===== config.mk =====
export PLATFORM = sky130hd
export DESIGN_NAME = stc_rsp_queue
export DESIGN_NICKNAME = d
export VERILOG_FILES = /design/src/design/stc_pkg.sv /design/src/design/stc_rsp_queue.sv
export SDC_FILE = /design/constraint.sdc
export NUM_CORES = 1
export LEC_CHECK = 0
export CAP_MARGIN = 40
export CORE_UTILIZATION = 40
export DETAILED_ROUTE_END_ITERATION = 8
export DONT_BUFFER_PORTS = 1
export SYNTH_ARGS = -nofsm -noshare
export SYNTH_HDL_FRONTEND = slang
export SYNTH_SLANG_ARGS = --single-unit

===== constraint.sdc =====
create_clock -name clock -period 2.6 [get_ports clock]
set_clock_uncertainty 0.05 [all_clocks]
set_input_delay 0.52 -clock clock [delete_from_list [all_inputs] [get_ports clock]]
set_output_delay 0.52 -clock clock [all_outputs]
set_load 0.01 [all_outputs]

===== src/design/stc_pkg.sv =====
// Shared types and constants for the scrolling text console.
package stc_pkg;

   // Opcodes of an incoming request.
   typedef enum logic [1:0] {
      OP_PUT  = 2'd0,
      OP_LOAD = 2'd1,
      OP_READ = 2'd2,
      OP_NONE = 2'd3
   } opcode_type;

   // Command kinds after classification in the front end.
   typedef enum logic [1:0] {
      CMD_CHAR    = 2'd0,
      CMD_NEWLINE = 2'd1,
      CMD_LOAD    = 2'd2,
      CMD_READ    = 2'd3
   } cmd_kind_type;

   localparam logic [7:0] NEWLINE_CODE = 8'd10;
   localparam logic [7:0] PIXEL_ON     = 8'hff;
   localparam logic [7:0] PIXEL_OFF    = 8'h00;

   // Command queue between front and back.
   localparam int CMD_DEPTH = 4;
   localparam int CMD_PTR_W = $clog2(CMD_DEPTH);
   localparam int CMD_CNT_W = $clog2(CMD_DEPTH + 1);

   // Result queue.
   localparam int RSP_DEPTH = 2;
   localparam int RSP_PTR_W = $clog2(RSP_DEPTH);
   localparam int RSP_CNT_W = $clog2(RSP_DEPTH + 1);

   typedef struct packed {
      cmd_kind_type kind;
      logic [7:0]   char_code;
      logic [8:0]   glyph_word_index;
      logic [31:0]  glyph_word;
      logic [9:0]   pixel_x;
      logic [8:0]   pixel_y;
   } cmd_type;

   typedef struct packed {
      logic    valid;
      cmd_type cmd;
   } cmd_slot_type;

   typedef struct packed {
      logic       valid;
      logic [7:0] value;
   } rsp_wr_type;

endpackage


===== src/design/stc_rsp_queue.sv =====
// Result queue that holds pixel values until the consumer pops them.
module stc_rsp_queue (
   input  logic                   clock,
   input  logic                   reset,
   input  stc_pkg::rsp_wr_type    wr,
   output logic                   room_full,
   output logic                   empty,
   input  logic                   pop,
   output logic [7:0]             value
);

   logic [7:0]                     data_ff [stc_pkg::RSP_DEPTH];
   logic [stc_pkg::RSP_PTR_W-1:0]  wr_ptr_ff, wr_ptr_in;
   logic [stc_pkg::RSP_PTR_W-1:0]  rd_ptr_ff, rd_ptr_in;
   logic [stc_pkg::RSP_CNT_W-1:0]  count_ff, count_in;
   logic                           rd;

   assign empty     = (count_ff == '0);
   assign room_full = (count_ff == stc_pkg::RSP_CNT_W'(stc_pkg::RSP_DEPTH));
   assign rd        = pop && !empty;
   assign value     = data_ff[rd_ptr_ff];

   always_comb begin
      wr_ptr_in = wr.valid ? wr_ptr_ff + 1'b1 : wr_ptr_ff;
      rd_ptr_in = rd ? rd_ptr_ff + 1'b1 : rd_ptr_ff;
      count_in  = count_ff + stc_pkg::RSP_CNT_W'(wr.valid) - stc_pkg::RSP_CNT_W'(rd);
   end

   always_ff @(posedge clock) begin
      if (reset) begin
         wr_ptr_ff <= '0;
         rd_ptr_ff <= '0;
         count_ff  <= '0;
      end else begin
         wr_ptr_ff <= wr_ptr_in;
         rd_ptr_ff <= rd_ptr_in;
         count_ff  <= count_in;
      end
   end

   always_ff @(posedge clock) begin
      if (wr.valid) begin
         data_ff[wr_ptr_ff] <= wr.value;
      end
   end

endmodule


==> results <==
- In this run the core area contains 15 standard-cell rows.
- The number of buffers added for setup after CTS is 0.
- The synthesized instance count is 48.
- In this run the number of H-tree levels came out at 1.
- The worst path in the final design needs a cycle of 1.846 ns, including I/O delays and setup.
- For the pin with the worst max-slew slack, the measured transition is 0.7020 ns.
- The portion of the clock cycle consumed by the worst path in the final layout is 71.00%.
- In this run the mean area of a mapped cell was 17.00 um2.
- The highest cell delay on the worst timing path is 0.55 ns.
- The routed length per placed instance is 15.14 um.
- The number of distinct library cells after synthesis is 12.
- The insertion delay to the later sink of the worst-skew pair is 0.31 ns.
- In this run, CTS created clock tree buffers numbering 3.
- The floorplan step set the die width to 47.16 um.
- The synthesized flop and latch total is 21.
- The count of nets left with antenna violations once routing finished came out at 0.
- The worst hold margin is 0.2117 ns.
- The worst setup path is launched from a register.
- After synthesis, the cell types taking the most area are edfxtp_1 59%, mux2_2 14%, dfxtp_1 12%.
- Across every metal layer, demand over resource in global routing totals 12.02%.
- The final total negative setup slack is 0 ns.
- The tool flagged a number of max-cap violations equal to 0.
- After detailed routing, the number of remaining DRC violations is 0.
- After the first detailed-routing iteration, the DRC count stood at 3.
- At the end of the flow, the number of nets in the layout was 66.
- The ratio of cells with drive above 1 in the final layout is 27.45%.
- The power per cell area is 910.1 mW/mm2.
- The cell with the largest stage delay on the worst path is dfxtp_1.
- The maximum number of buffers from clock root to sink is 2.
- The final setup violation count is 0.
- The maximum number of pins on one net before global-route repair is 14.
- The detailed-routing iteration count for the pre-antenna-repair pass is 2.
- Setup repair after global routing left no endpoint under its margin.
- Input and output buffers added on the ports amount to 0.
- The area inside the core boundary is 0.001821 mm2.
- Along the worst path, the maximum fanout reaches 8.
- The highest achievable clock rate is 541.7 MHz.
- 0 antenna diodes ended up in the layout.
- The placer's final routability congestion estimate is 0.6463.
- The run finished with clean final reports.
- Gates resized during post-CTS repair numbered 0.
- Once the floorplan was initialized, standard cells occupied 44.81% of the core.
- Counting every net in the synthesized netlist gives 62.
- The final global-route overflow total is 0.
- The clock root buffer is clkbuf_4.
- The required time of the critical path is 2.03 ns.
- Of the synthesized area, sequential elements account for 71.17%.
- The kind of end point of the critical path is a primary output.
- The post-synthesis cell type with the largest combined area is edfxtp_1.
- The floorplan step defined a die boundary enclosing 0.002224 mm2.
- The highest ir drop seen on vdd is 0.5589 mV.
- The final worst-path setup slack is 0.7539 ns.
- Counting tap cells, the placed design contains a total of 72 instances.
- The post-synthesis cell area is 815.8 um2.
- The detailed router placed 364 vias in this run.
- The final routed wirelength across all metal layers is 1151 um.
- Clock-pin slew was measured on the worst setup and hold paths at 0.12 ns.
- The first-pass GRT wire length is 1662 um.
- The die is 47.16 um tall.
- The final-report max-slew violation count is 0.
- The via density per instance is 4.789.
- The number of endpoints with negative hold slack in the final report is 0.
- From synthesis to final layout, the design area changed by 6.902%.
- The worst hold path belongs to the class in -> reg.
- The synthesized design devotes to its leading area cell type 58.90% of total area.
- TritonCTS built the clock tree.
- The category of cells accounting for the largest share of critical-path delay is flip-flops.
- The via count of the first global-routing pass is 388.
- The number of fill cells in the layout is 159.
- The number of warnings issued by yosys is 0.
- Measured against its own limit, the worst slew margin works out to 53.11%.
- The share of the core filled with cells in the final layout is 47.90%.
- STA puts the critical path data arrival time at 1.28 ns.
- In this run, post-CTS hold repair placed 0 buffers.
- The signal on the critical path passes through mux2_2.
- Before CTS, the worst setup slack after placement is 1.057 ns.
- The top-level I/O count is 22.
- The type of the worst setup path is reg -> out.
- The leakage power of the design is 0.3064 nW.
- The buffer and inverter count on the worst path is 0.
- Once layout is complete, the cells apart from fillers number 76.
- CTS saw 21 sinks.
- The initial antenna violation count is 0.
## worst reg2reg max path, cell delays in order, from the launching register on
cell     delay (ns)
dfxtp_1        0.36
o21a_1         0.24
ha_1           0.27
inv_1          0.07
ha_1           0.14
xnor3_1        0.21
nor2_1         0.08
## final timing paths
path                                        startpoint  slack, ns  cells past startpoint                     end
worst max-delay path                          register       0.75                      1                value[7]
worst max register to register  count_ff[1]$_SDFF_PP0_       1.13                      6  count_ff[1]$_SDFF_PP0_
worst min-delay path                             reset       0.21                      1  count_ff[1]$_SDFF_PP0_
worst min register to register  wr_ptr_ff$_SDFFE_PP0P_       0.53                      2  wr_ptr_ff$_SDFFE_PP0P_
## power breakdown
part	total [mW]	leakage [nW]	switching, mW	internal, mW
logic	0.192	0.101	0.0857	0.106
clock network	0.161	0.0139	0.102	0.0587
registers	0.441	0.192	0.0365	0.405
## cells in the mapped netlist
cell,count
edfxtp_1,16
mux2_2,10
dfxtp_1,5
nor2_1,4
nor2b_1,4
ha_1,2
inv_1,2
and2_1,1
buf_2,1
o21a_1,1
xnor2_1,1
xnor3_1,1
## final cells by class
type                       count  area (um2)  area share, %
multi-input combinational     24       222.7          25.54
clock inverter                 1       7.507         0.8608
clock buffer                   3       22.52          2.582
tap                           25       31.28          3.587
inverter                       2       7.507         0.8608
sequential                    21       580.6          66.57
## cells in the final DEF, fill, tap and decap left out
cell | netlist | routed
ha_1 | 2 | 2
xnor3_1 | 1 | 1
dfxtp_1 | 5 | 5
o21a_1 | 1 | 1
inv_1 | 2 | 2
edfxtp_1 | 16 | 16
nor2_1 | 4 | 4
xnor2_1 | 1 | 1
mux2_2 | 10 | 10
nor2b_1 | 4 | 4
and2_1 | 1 | 1
clkinvlp_4 | 0 | 1
clkbuf_4 | 0 | 3
## through the flow
step | power [mW] | area (um2)
after CTS | 0.8009 | 872.1
after global routing | 0.8279 | 872.1
after floorplan | 0.6118 | 815.8
after detailed placement | 0.6443 | 842.1
after global placement | 0.6264 | 842.1
final | 0.7937 | 872.1
## cells by family after synthesis
kind of cell               count (synthesis)  synth area share, %
buffers and inverters                      3                1.533
xor gates and xnor gates                   2                3.834
muxes                                     10                13.80
adders and majority gates                  2                3.067
AOI/OAI and AO/OA                          1               0.9206
DFF                                       21                71.17
and+or+nand+nor                            9                5.674
## sequential cells by signal, summed over array words and instances, names as in the netlist, named ones only
register / cells
count_ff: 2
data_ff: 16
rd_ptr_ff: 1
wr_ptr_ff: 1
## metal layers
metal / vias to the layer above / global-route usage, % / wire [um]
li1: 177 / - / -
met5: - / 0 / 0
met3: 2 / 4.231 / 61
met1: 173 / 10.86 / 431
met4: 0 / 8.571 / 12
met2: 12 / 21.94 / 645
Note: power is estimated with default switching activity, not from simulation.
