[config.mk]
export PLATFORM = sky130hd
export DESIGN_NAME = stc_front
export DESIGN_NICKNAME = d
export VERILOG_FILES = /design/src/design/stc_pkg.sv /design/src/design/stc_front.sv
export SDC_FILE = /design/constraint.sdc
export NUM_CORES = 1
export LEC_CHECK = 0
export BUFFER_PORTS_ARGS = -buffer_cell sky130_fd_sc_hd__buf_2
export CORE_UTILIZATION = 51
export DETAILED_ROUTE_END_ITERATION = 8
export PLACE_DENSITY = 0.75
export SLEW_MARGIN = 10
export SYNTH_ARGS = -nofsm -noshare
export SYNTH_HDL_FRONTEND = slang
export SYNTH_SLANG_ARGS = --single-unit
[constraint.sdc]
create_clock -name clock -period 2.95 [get_ports clock]
set_input_delay 0.59 -clock clock [delete_from_list [all_inputs] [get_ports clock]]
set_output_delay 0.59 -clock clock [all_outputs]
set_load 0.02 [all_outputs]
[src/design/stc_pkg.sv]
// Shared types and constants for the scrolling text console.
package stc_pkg;

   // Opcodes of an incoming request.
   typedef enum logic [1:0] {
      OP_PUT  = 2'd0,
      OP_LOAD = 2'd1,
      OP_READ = 2'd2,
      OP_NONE = 2'd3
   } opcode_type;

   // Command kinds after classification in the front end.
   typedef enum logic [1:0] {
      CMD_CHAR    = 2'd0,
      CMD_NEWLINE = 2'd1,
      CMD_LOAD    = 2'd2,
      CMD_READ    = 2'd3
   } cmd_kind_type;

   localparam logic [7:0] NEWLINE_CODE = 8'd10;
   localparam logic [7:0] PIXEL_ON     = 8'hff;
   localparam logic [7:0] PIXEL_OFF    = 8'h00;

   // Command queue between front and back.
   localparam int CMD_DEPTH = 4;
   localparam int CMD_PTR_W = $clog2(CMD_DEPTH);
   localparam int CMD_CNT_W = $clog2(CMD_DEPTH + 1);

   // Result queue.
   localparam int RSP_DEPTH = 2;
   localparam int RSP_PTR_W = $clog2(RSP_DEPTH);
   localparam int RSP_CNT_W = $clog2(RSP_DEPTH + 1);

   typedef struct packed {
      cmd_kind_type kind;
      logic [7:0]   char_code;
      logic [8:0]   glyph_word_index;
      logic [31:0]  glyph_word;
      logic [9:0]   pixel_x;
      logic [8:0]   pixel_y;
   } cmd_type;

   typedef struct packed {
      logic    valid;
      cmd_type cmd;
   } cmd_slot_type;

   typedef struct packed {
      logic       valid;
      logic [7:0] value;
   } rsp_wr_type;

endpackage

[src/design/stc_front.sv]
// Front end: accepts requests, classifies them and queues them for the back end.
module stc_front #(
   parameter int GLYPH_COUNT = 128
) (
   input  logic                  clock,
   input  logic                  reset,
   input  logic                  push,
   output logic                  full,
   input  logic [1:0]            opcode,
   input  logic [7:0]            char_code,
   input  logic [8:0]            glyph_word_index,
   input  logic [31:0]           glyph_word,
   input  logic [9:0]            pixel_x,
   input  logic [8:0]            pixel_y,
   output stc_pkg::cmd_slot_type head,
   input  logic                  take
);

   localparam int STORE_DEPTH = GLYPH_COUNT * 4;

   stc_pkg::cmd_type                 cmd_q_ff [stc_pkg::CMD_DEPTH];
   logic [stc_pkg::CMD_PTR_W-1:0]    wr_ptr_ff, wr_ptr_in;
   logic [stc_pkg::CMD_PTR_W-1:0]    rd_ptr_ff, rd_ptr_in;
   logic [stc_pkg::CMD_CNT_W-1:0]    count_ff, count_in;
   logic                             keep;
   logic                             wr;
   stc_pkg::cmd_type                 cmd_new;

   always_comb begin
      cmd_new.char_code        = char_code;
      cmd_new.glyph_word_index = glyph_word_index;
      cmd_new.glyph_word       = glyph_word;
      cmd_new.pixel_x          = pixel_x;
      cmd_new.pixel_y          = pixel_y;
      keep                     = 1'b0;
      cmd_new.kind             = stc_pkg::CMD_READ;
      case (opcode)
         stc_pkg::OP_PUT: begin
            keep = 1'b1;
            if (char_code == stc_pkg::NEWLINE_CODE) begin
               cmd_new.kind = stc_pkg::CMD_NEWLINE;
            end else begin
               cmd_new.kind = stc_pkg::CMD_CHAR;
            end
         end
         stc_pkg::OP_LOAD: begin
            // Loads past the end of the font store are dropped here.
            keep         = ({2'b0, glyph_word_index} < 11'(STORE_DEPTH));
            cmd_new.kind = stc_pkg::CMD_LOAD;
         end
         stc_pkg::OP_READ: begin
            keep         = 1'b1;
            cmd_new.kind = stc_pkg::CMD_READ;
         end
         default: begin
            keep = 1'b0;
         end
      endcase
   end

   assign full = (count_ff == stc_pkg::CMD_CNT_W'(stc_pkg::CMD_DEPTH));
   assign wr   = push && !full && keep;

   always_comb begin
      wr_ptr_in = wr   ? wr_ptr_ff + 1'b1 : wr_ptr_ff;
      rd_ptr_in = take ? rd_ptr_ff + 1'b1 : rd_ptr_ff;
      count_in  = count_ff + stc_pkg::CMD_CNT_W'(wr) - stc_pkg::CMD_CNT_W'(take);
   end

   always_ff @(posedge clock) begin
      if (reset) begin
         wr_ptr_ff <= '0;
         rd_ptr_ff <= '0;
         count_ff  <= '0;
      end else begin
         wr_ptr_ff <= wr_ptr_in;
         rd_ptr_ff <= rd_ptr_in;
         count_ff  <= count_in;
      end
   end

   always_ff @(posedge clock) begin
      if (wr) begin
         cmd_q_ff[wr_ptr_ff] <= cmd_new;
      end
   end

   assign head.valid = (count_ff != '0);
   assign head.cmd   = cmd_q_ff[rd_ptr_ff];

   a_count_bound: assert property (@(posedge clock) disable iff (reset)
      count_ff <= stc_pkg::CMD_CNT_W'(stc_pkg::CMD_DEPTH))
      else $error("command queue count exceeds its depth");

   a_take_valid: assert property (@(posedge clock) disable iff (reset)
      take |-> head.valid)
      else $error("back end took a command from an empty queue");

   a_drop_load: assert property (@(posedge clock) disable iff (reset)
      (push && !full && opcode == stc_pkg::OP_LOAD
       && {2'b0, glyph_word_index} >= 11'(STORE_DEPTH)) |=> $stable(count_ff) || $past(take))
      else $error("out-of-range glyph load was queued");

endmodule

==> results of run 1 <==
[worst max path at each step]
stage	end	cells past startpoint
floorplan	cmd_q_ff[0][0]$_DFFE_PP_	2
global placement	count_ff[2]$_SDFF_PP0_	11
detailed placement	count_ff[2]$_SDFF_PP0_	11
CTS	head[53]	3
global route	head[17]	3
finish	head[53]	3
[area by class of cell]
| class | instances | area [um2] |
|---|---|---|
| Inverter | 7 | 26.3 |
| Tap cell | 270 | 338 |
| Clock inverter | 13 | 136 |
| Fill cell | 1414 | 7680 |
| Sequential cell | 289 | 8600 |
| Multi-Input combinational cell | 106 | 1890 |
| Clock buffer | 40 | 787 |
| Timing Repair Buffer | 157 | 903 |
[cells in the mapped netlist, drive strengths merged, types with 2 or more instances]
| library cell | number |
|---|---|
| and2 | 5 |
| buf | 16 |
| dfxtp | 9 |
| edfxtp | 280 |
| ha | 6 |
| inv | 7 |
| mux4 | 70 |
| nand2b | 2 |
| nor2 | 7 |
| nor3 | 2 |
| xor2 | 2 |
[kinds of logic (layout without fill, tap and decap cells)]
family	after synthesis	after routing
buf+inv	24	217
mux	72	72
simple gates	22	22
fa+ha+maj	7	7
compound gates	2	2
flops	289	289
xor+xnor	3	3
[per-stage QoR]
stage	utilization	total power, uW	area (um2)	worst slack (ps)	cells
after global placement	0.577	6340	11800	581	829
final	0.623	9820	12700	358	882
after CTS	0.623	9920	12700	301	882
after detailed placement	0.577	6400	11800	473	829
after floorplan	-	5910	10700	645	419
after global routing	0.623	10200	12700	266	882
[state kept, by name (all words and copies together) (netlist names), named ones only]
| signal | cells |
|---|---|
| wr_ptr_ff | 2 |
| cmd_q_ff | 280 |
| count_ff | 3 |
| rd_ptr_ff | 2 |
[worst max-delay path, delay by kind of cell, from the launching register on]
| family | cells | cell delay [ps] |
|---|---|---|
| DFF | 1 | 550 |
| buffers and inverters | 2 | 530 |
| muxes | 1 | 380 |
[power groups by stage]
stage	Clock [uW]	Sequential [uW]	Combinational [uW]
after detailed placement	0	5030	1370
after global placement	0	5010	1340
final	3530	4940	1350
after global routing	3740	4970	1440
after CTS	3600	4950	1370
after floorplan	0	5000	916
[layer usage]
| layer | share of wire | vias to the layer above |
|---|---|---|
| met1 | 0.41 | 2535 |
| met3 | 0.069 | 31 |
| met5 | 0.00064 | - |
| met4 | 0.016 | 2 |
| li1 | - | 2118 |
| met2 | 0.50 | 160 |
==> results.sh, run 1 <==
export IMPL_status="complete, no violations"
export IMPL_path_cells="buf_12, mux4_2, buf_2"
export IMPL_worstPathMaxFanout=50
export IMPL_root_buffer="clkbuf_16"
export IMPL_dieHeight_um=147
export IMPL_p_int_uw=7510
export IMPL_vias=4846
export IMPL_first_pass_iters=4
export IMPL_synth_edf_count=280
export IMPL_clk_pin_slew_ps=60
export IMPL_whs_path_depth=1
export IMPL_post_cts_resize_count=0
export IMPL_synth_compound_area_frac=0.00281
export IMPL_ys_ff_latch=289
export IMPL_grt_pass1_vias=5215
export IMPL_hold_start="glyph_word_index[7]"
export IMPL_reg2reg_to="count_ff[2]$_SDFF_PP0_"
export IMPL_power_density_nw_per_um2=774
export IMPL_syn_nets=500
export IMPL_ios=146
export IMPL_setup_viol_count_final=0
export IMPL_ff2ff_path_depth=11
export IMPL_fin_skew_ps=13.1
export IMPL_core_um2=20400
export IMPL_crit_required_ps=2360
export IMPL_final_cell_mix="edfxtp_1 (280), buf_2 (145), mux4_2 (70), clkbuf_16 (29), clkbuf_1 (9)"
export IMPL_syn_area_per_cell_um2=25.5
export IMPL_initial_core_util=0.525
export IMPL_die_x_um=147
export IMPL_swShare=0.235
export IMPL_cellLeakagePower_uw=0.00428
export IMPL_drt_iter0_drc=235
export IMPL_grt_start_max_net_pins=51
export IMPL_synth_area_leaders="edfxtp_1 (79%), mux4_2 (15%), dfxtp_1 (1.7%), buf_12 (1.3%), ha_1 (0.70%)"
export IMPL_antenna_left=0
export IMPL_clk_latency_ps=530
export IMPL_cap_violations=0
export IMPL_muxShareOfSynthArea=0.150
export IMPL_wire_per_inst_um=21.3
export IMPL_synth_xor_area_frac=0.00246
export IMPL_holdWs_ps=275
export IMPL_row_count=52
export IMPL_fin_tns_setup_ps=0
export IMPL_ys_seq_area_frac=0.803
export IMPL_synth_cells=419
export IMPL_gr_total_overflow=0
export IMPL_end_kind="output port"
export IMPL_fmax_ghz=0.386
export IMPL_synth_top_area_share=0.786
export IMPL_gr_usage_met2=0.306
export IMPL_rrSetupSlack_ps=680
export IMPL_yosys_most_used_dff="edfxtp_1"
export IMPL_start_kind="register"
export IMPL_holdPathEnd="cmd_q_ff[0][58]$_DFFE_PP_"
export IMPL_drt_wl_total_um=18800
export IMPL_ys_types=27
export IMPL_cts_tree="built"
export IMPL_syn_to_final_growth_pct=18.6
export IMPL_hold_viol=0
export IMPL_slowest_delay_ps=550
export IMPL_min_path_type="in2reg"
export IMPL_synth_top_family_by_area="multiplexers"
export IMPL_p_switching_uw=2310
export IMPL_reg2reg_from="count_ff[1]$_SDFF_PP0_"
export IMPL_yosys_area_share_simple=0.0122
export IMPL_drive_gt1_frac=0.449
export IMPL_slew_headroom=0.690
export IMPL_synthArstFlopShare=0
export IMPL_cts_buffers_inserted=29
export IMPL_grt_util_met1=0.237
export IMPL_grtUsageTotal=0.180
export IMPL_cts_hold_buf=0
export IMPL_grt_busiest_layer="met2"
export IMPL_gp_congestion=0.717
export IMPL_clockBufferDepth=3
export IMPL_vdd_drop_max_uv=521
export IMPL_die_area_um2=21500
export IMPL_critical_path_class="reg2out"
export IMPL_grt_first_pass_wirelength_um=29300
export IMPL_antenna_found_initial=1
export IMPL_drv_slew=0
export IMPL_rsz0062_at_grt="no"
export IMPL_htree_num_levels=1
export IMPL_synth_fa_ha_area_frac=0.00889
export IMPL_worst_path_max_delay_cell="dfxtp_4"
export IMPL_grt_util_met3=0.0407
export IMPL_synth_area_um2=10700
export IMPL_worst_pin_slew_ps=465
export IMPL_layout_commonest_cell="edfxtp_1"
export IMPL_nNetsFinal=671
export IMPL_period_needed_ps=2590
export IMPL_seqPwrFrac=0.504
export IMPL_crit_arrival_ps=2000
export IMPL_drcViolationCount=0
export IMPL_clockPowerShare=0.359
export IMPL_diodes=0
export IMPL_yosys_warnings=0
export IMPL_finalCritPeriodShare=0.879
export IMPL_cts_setup_buffers=0
export IMPL_post_drt_via_cell_ratio=5.49
export IMPL_synth_top_area_cell="edfxtp_1"
export IMPL_dp_final_hpwl_um=11200
export IMPL_share_comb_of_total_power=0.137
export IMPL_cts_sinks=289
export IMPL_numPortBuffers=145
No activity file was read; power rests on OpenSTA's default activity.
==> inputs of run 2 (changes only) <==
--- a/config.mk
+++ b/config.mk
@@ -6,9 +6,11 @@
 export NUM_CORES = 1
 export LEC_CHECK = 0
 export BUFFER_PORTS_ARGS = -buffer_cell sky130_fd_sc_hd__buf_2
-export CORE_UTILIZATION = 51
+export CELL_PAD_IN_SITES_DETAIL_PLACEMENT = 0
+export CELL_PAD_IN_SITES_GLOBAL_PLACEMENT = 1
+export CORE_UTILIZATION = 45
 export DETAILED_ROUTE_END_ITERATION = 8
-export PLACE_DENSITY = 0.75
+export PLACE_DENSITY_LB_ADDON = 0.1
 export SLEW_MARGIN = 10
 export SYNTH_ARGS = -nofsm -noshare
 export SYNTH_HDL_FRONTEND = slang
==> run 2 against run 1 <==
Compared with the run above: global-route usage down 2.0 points; cell area increased by 0.46%; final cell count up 6.2%; via count decreased by 0.85%; critical endpoint is now head[34]; largest cell class unchanged; highest routed layer is now met4.
==> results.sh, run 2 (same netlist as run 1, synthesis figures left out) <==
export IMPL_rrSetupSlack_ps=720
export IMPL_nNetsFinal=678
export IMPL_drt_iter0_drc=222
export IMPL_power_density_nw_per_um2=754
export IMPL_cts_buffers_inserted=30
export IMPL_cts_sinks=289
export IMPL_post_cts_resize_count=0
export IMPL_end_kind="output port"
export IMPL_clockBufferDepth=3
export IMPL_reg2reg_from="count_ff[1]$_SDFF_PP0_"
export IMPL_start_kind="register"
export IMPL_setup_viol_count_final=0
export IMPL_whs_path_depth=1
export IMPL_crit_arrival_ps=2150
export IMPL_status="complete, no violations"
export IMPL_ios=146
export IMPL_swShare=0.238
export IMPL_stdcell_area_um2=12700
export IMPL_initial_core_util=0.457
export IMPL_cts_tree="built"
export IMPL_final_cell_mix="edfxtp_1 (280), buf_2 (145), mux4_2 (70), clkbuf_16 (31), clkbuf_1 (13)"
export IMPL_clockPowerShare=0.344
export IMPL_path_cells="buf_12, mux4_2, buf_2"
export IMPL_cts_hold_buf=0
export IMPL_ff2ff_path_depth=11
export IMPL_grt_pass1_vias=5123
export IMPL_htree_num_levels=1
export IMPL_gp_congestion=0.691
export IMPL_period_needed_ps=2740
export IMPL_clk_latency_ps=540
export IMPL_antenna_found_initial=0
export IMPL_cellLeakagePower_uw=0.00428
export IMPL_fin_tns_setup_ps=0
export IMPL_core_um2=23400
export IMPL_dp_final_hpwl_um=11600
export IMPL_post_drt_via_cell_ratio=5.13
export IMPL_hold_viol=0
export IMPL_finalCritPeriodShare=0.930
export IMPL_row_count=56
export IMPL_p_switching_uw=2290
export IMPL_diodes=0
export IMPL_hold_start="glyph_word_index[2]"
export IMPL_seqPwrFrac=0.514
export IMPL_layout_commonest_cell="edfxtp_1"
export IMPL_die_x_um=156
export IMPL_cap_violations=0
export IMPL_clk_pin_slew_ps=60
export IMPL_fin_skew_ps=6.06
export IMPL_fmax_ghz=0.364
export IMPL_first_pass_iters=4
export IMPL_min_path_type="in2reg"
export IMPL_drcViolationCount=0
export IMPL_dieHeight_um=156
export IMPL_regMostFlops="cmd_q_ff"
export IMPL_reg2reg_to="count_ff[2]$_SDFF_PP0_"
export IMPL_grt_first_pass_wirelength_um=28900
export IMPL_reg_top3="cmd_q_ff (280), count_ff (3)"
export IMPL_worst_pin_slew_ps=437
export IMPL_slowest_delay_ps=590
export IMPL_worst_path_max_delay_cell="dfxtp_4"
export IMPL_vdd_drop_max_uv=460
export IMPL_vias=4805
export IMPL_drive_gt1_frac=0.447
export IMPL_grtUsageTotal=0.160
export IMPL_critical_path_class="reg2out"
export IMPL_cts_setup_buffers=0
export IMPL_wire_per_inst_um=20.2
export IMPL_syn_to_final_growth_pct=19.1
export IMPL_antenna_left=0
export IMPL_root_buffer="clkbuf_16"
export IMPL_holdPathEnd="cmd_q_ff[2][53]$_DFFE_PP_"
export IMPL_crit_required_ps=2360
export IMPL_rsz0062_at_grt="no"
export IMPL_die_area_um2=24400
export IMPL_slew_headroom=0.708
export IMPL_p_int_uw=7320
export IMPL_drt_wl_total_um=18900
export IMPL_largest_reg_flops=280
export IMPL_worstPathMaxFanout=23
export IMPL_share_comb_of_total_power=0.142
export IMPL_drv_slew=0
export IMPL_gr_total_overflow=0
export IMPL_numPortBuffers=145
export IMPL_postLayoutCoreUtil=0.544
export IMPL_placed_area_um2=11900
export IMPL_grt_start_max_net_pins=46
-- run 2: cell types whose count changed in the layout (fill, tap and decap cells not counted) --
cell / previous run / this run
buf_4: 5 / 10
clkbuf_1: 9 / 13
bufinv_16: 3 / 0
clkbuf_16: 29 / 31
clkbuf_8: 2 / 0
clkinv_2: 3 / 1
buf_12: 7 / 8
clkinv_1: 6 / 7
clkinv_4: 1 / 0
clkinvlp_4: 0 / 1
-- run 2: area by class of cell --
cell class                      count  area, um2
Inverter                            7       26.3
Timing Repair Buffer              163        961
Clock inverter                      9       38.8
Multi-Input combinational cell    106       1890
Tap cell                          319        399
Clock buffer                       44        825
Fill cell                        1863      10700
Sequential cell                   289       8600
-- run 2: how the worst max path moves through the flow --
| stage | from | endpoint | slack [ps] |
|---|---|---|---|
| finish | register | head[34] | 210 |
| global route | register | head[34] | 80 |
| CTS | register | head[34] | 130 |
| detailed placement | opcode[0] | count_ff[2]$_SDFF_PP0_ | 520 |
| global placement | opcode[0] | count_ff[2]$_SDFF_PP0_ | 580 |
| floorplan | opcode[0] | cmd_q_ff[0][0]$_DFFE_PP_ | 640 |
-- run 2: power by group through the flow --
| stage | sequential [uW] | clock [uW] | combinational (uW) |
|---|---|---|---|
| finish | 4940 | 3310 | 1360 |
| floorplan | 5000 | 0 | 916 |
| global route | 4970 | 3560 | 1470 |
| global placement | 5010 | 0 | 1380 |
| detailed placement | 5030 | 0 | 1390 |
| CTS | 4950 | 3410 | 1400 |
-- run 2: per-layer routing --
| layer | up-vias | track usage | share of wire |
|---|---|---|---|
| met3 | 39 | 0.0350 | 0.051 |
| met2 | 113 | 0.271 | 0.50 |
| met1 | 2513 | 0.206 | 0.42 |
| met4 | 0 | 0.0481 | 0.025 |
| met5 | - | 0 | 0 |
| li1 | 2140 | - | - |
-- run 2: stage by stage --
step / instances / setup WS, ps / hold slack (ps) / total power (uW)
2_1_floorplan: 419 / 645 / 482 / 5910
3_3_place_gp: 884 / 582 / 493 / 6380
3_5_place_dp: 884 / 518 / 521 / 6420
4_1_cts: 937 / 128 / 236 / 9750
5_1_grt: 937 / 80.6 / 239 / 10000
6_report: 937 / 206 / 262 / 9610
-- run 2: worst max-delay path, delay by kind of cell, from the launching register on --
family | cells | cell delay (ps)
muxes | 1 | 550
buffers and inverters | 2 | 450
DFF | 1 | 590
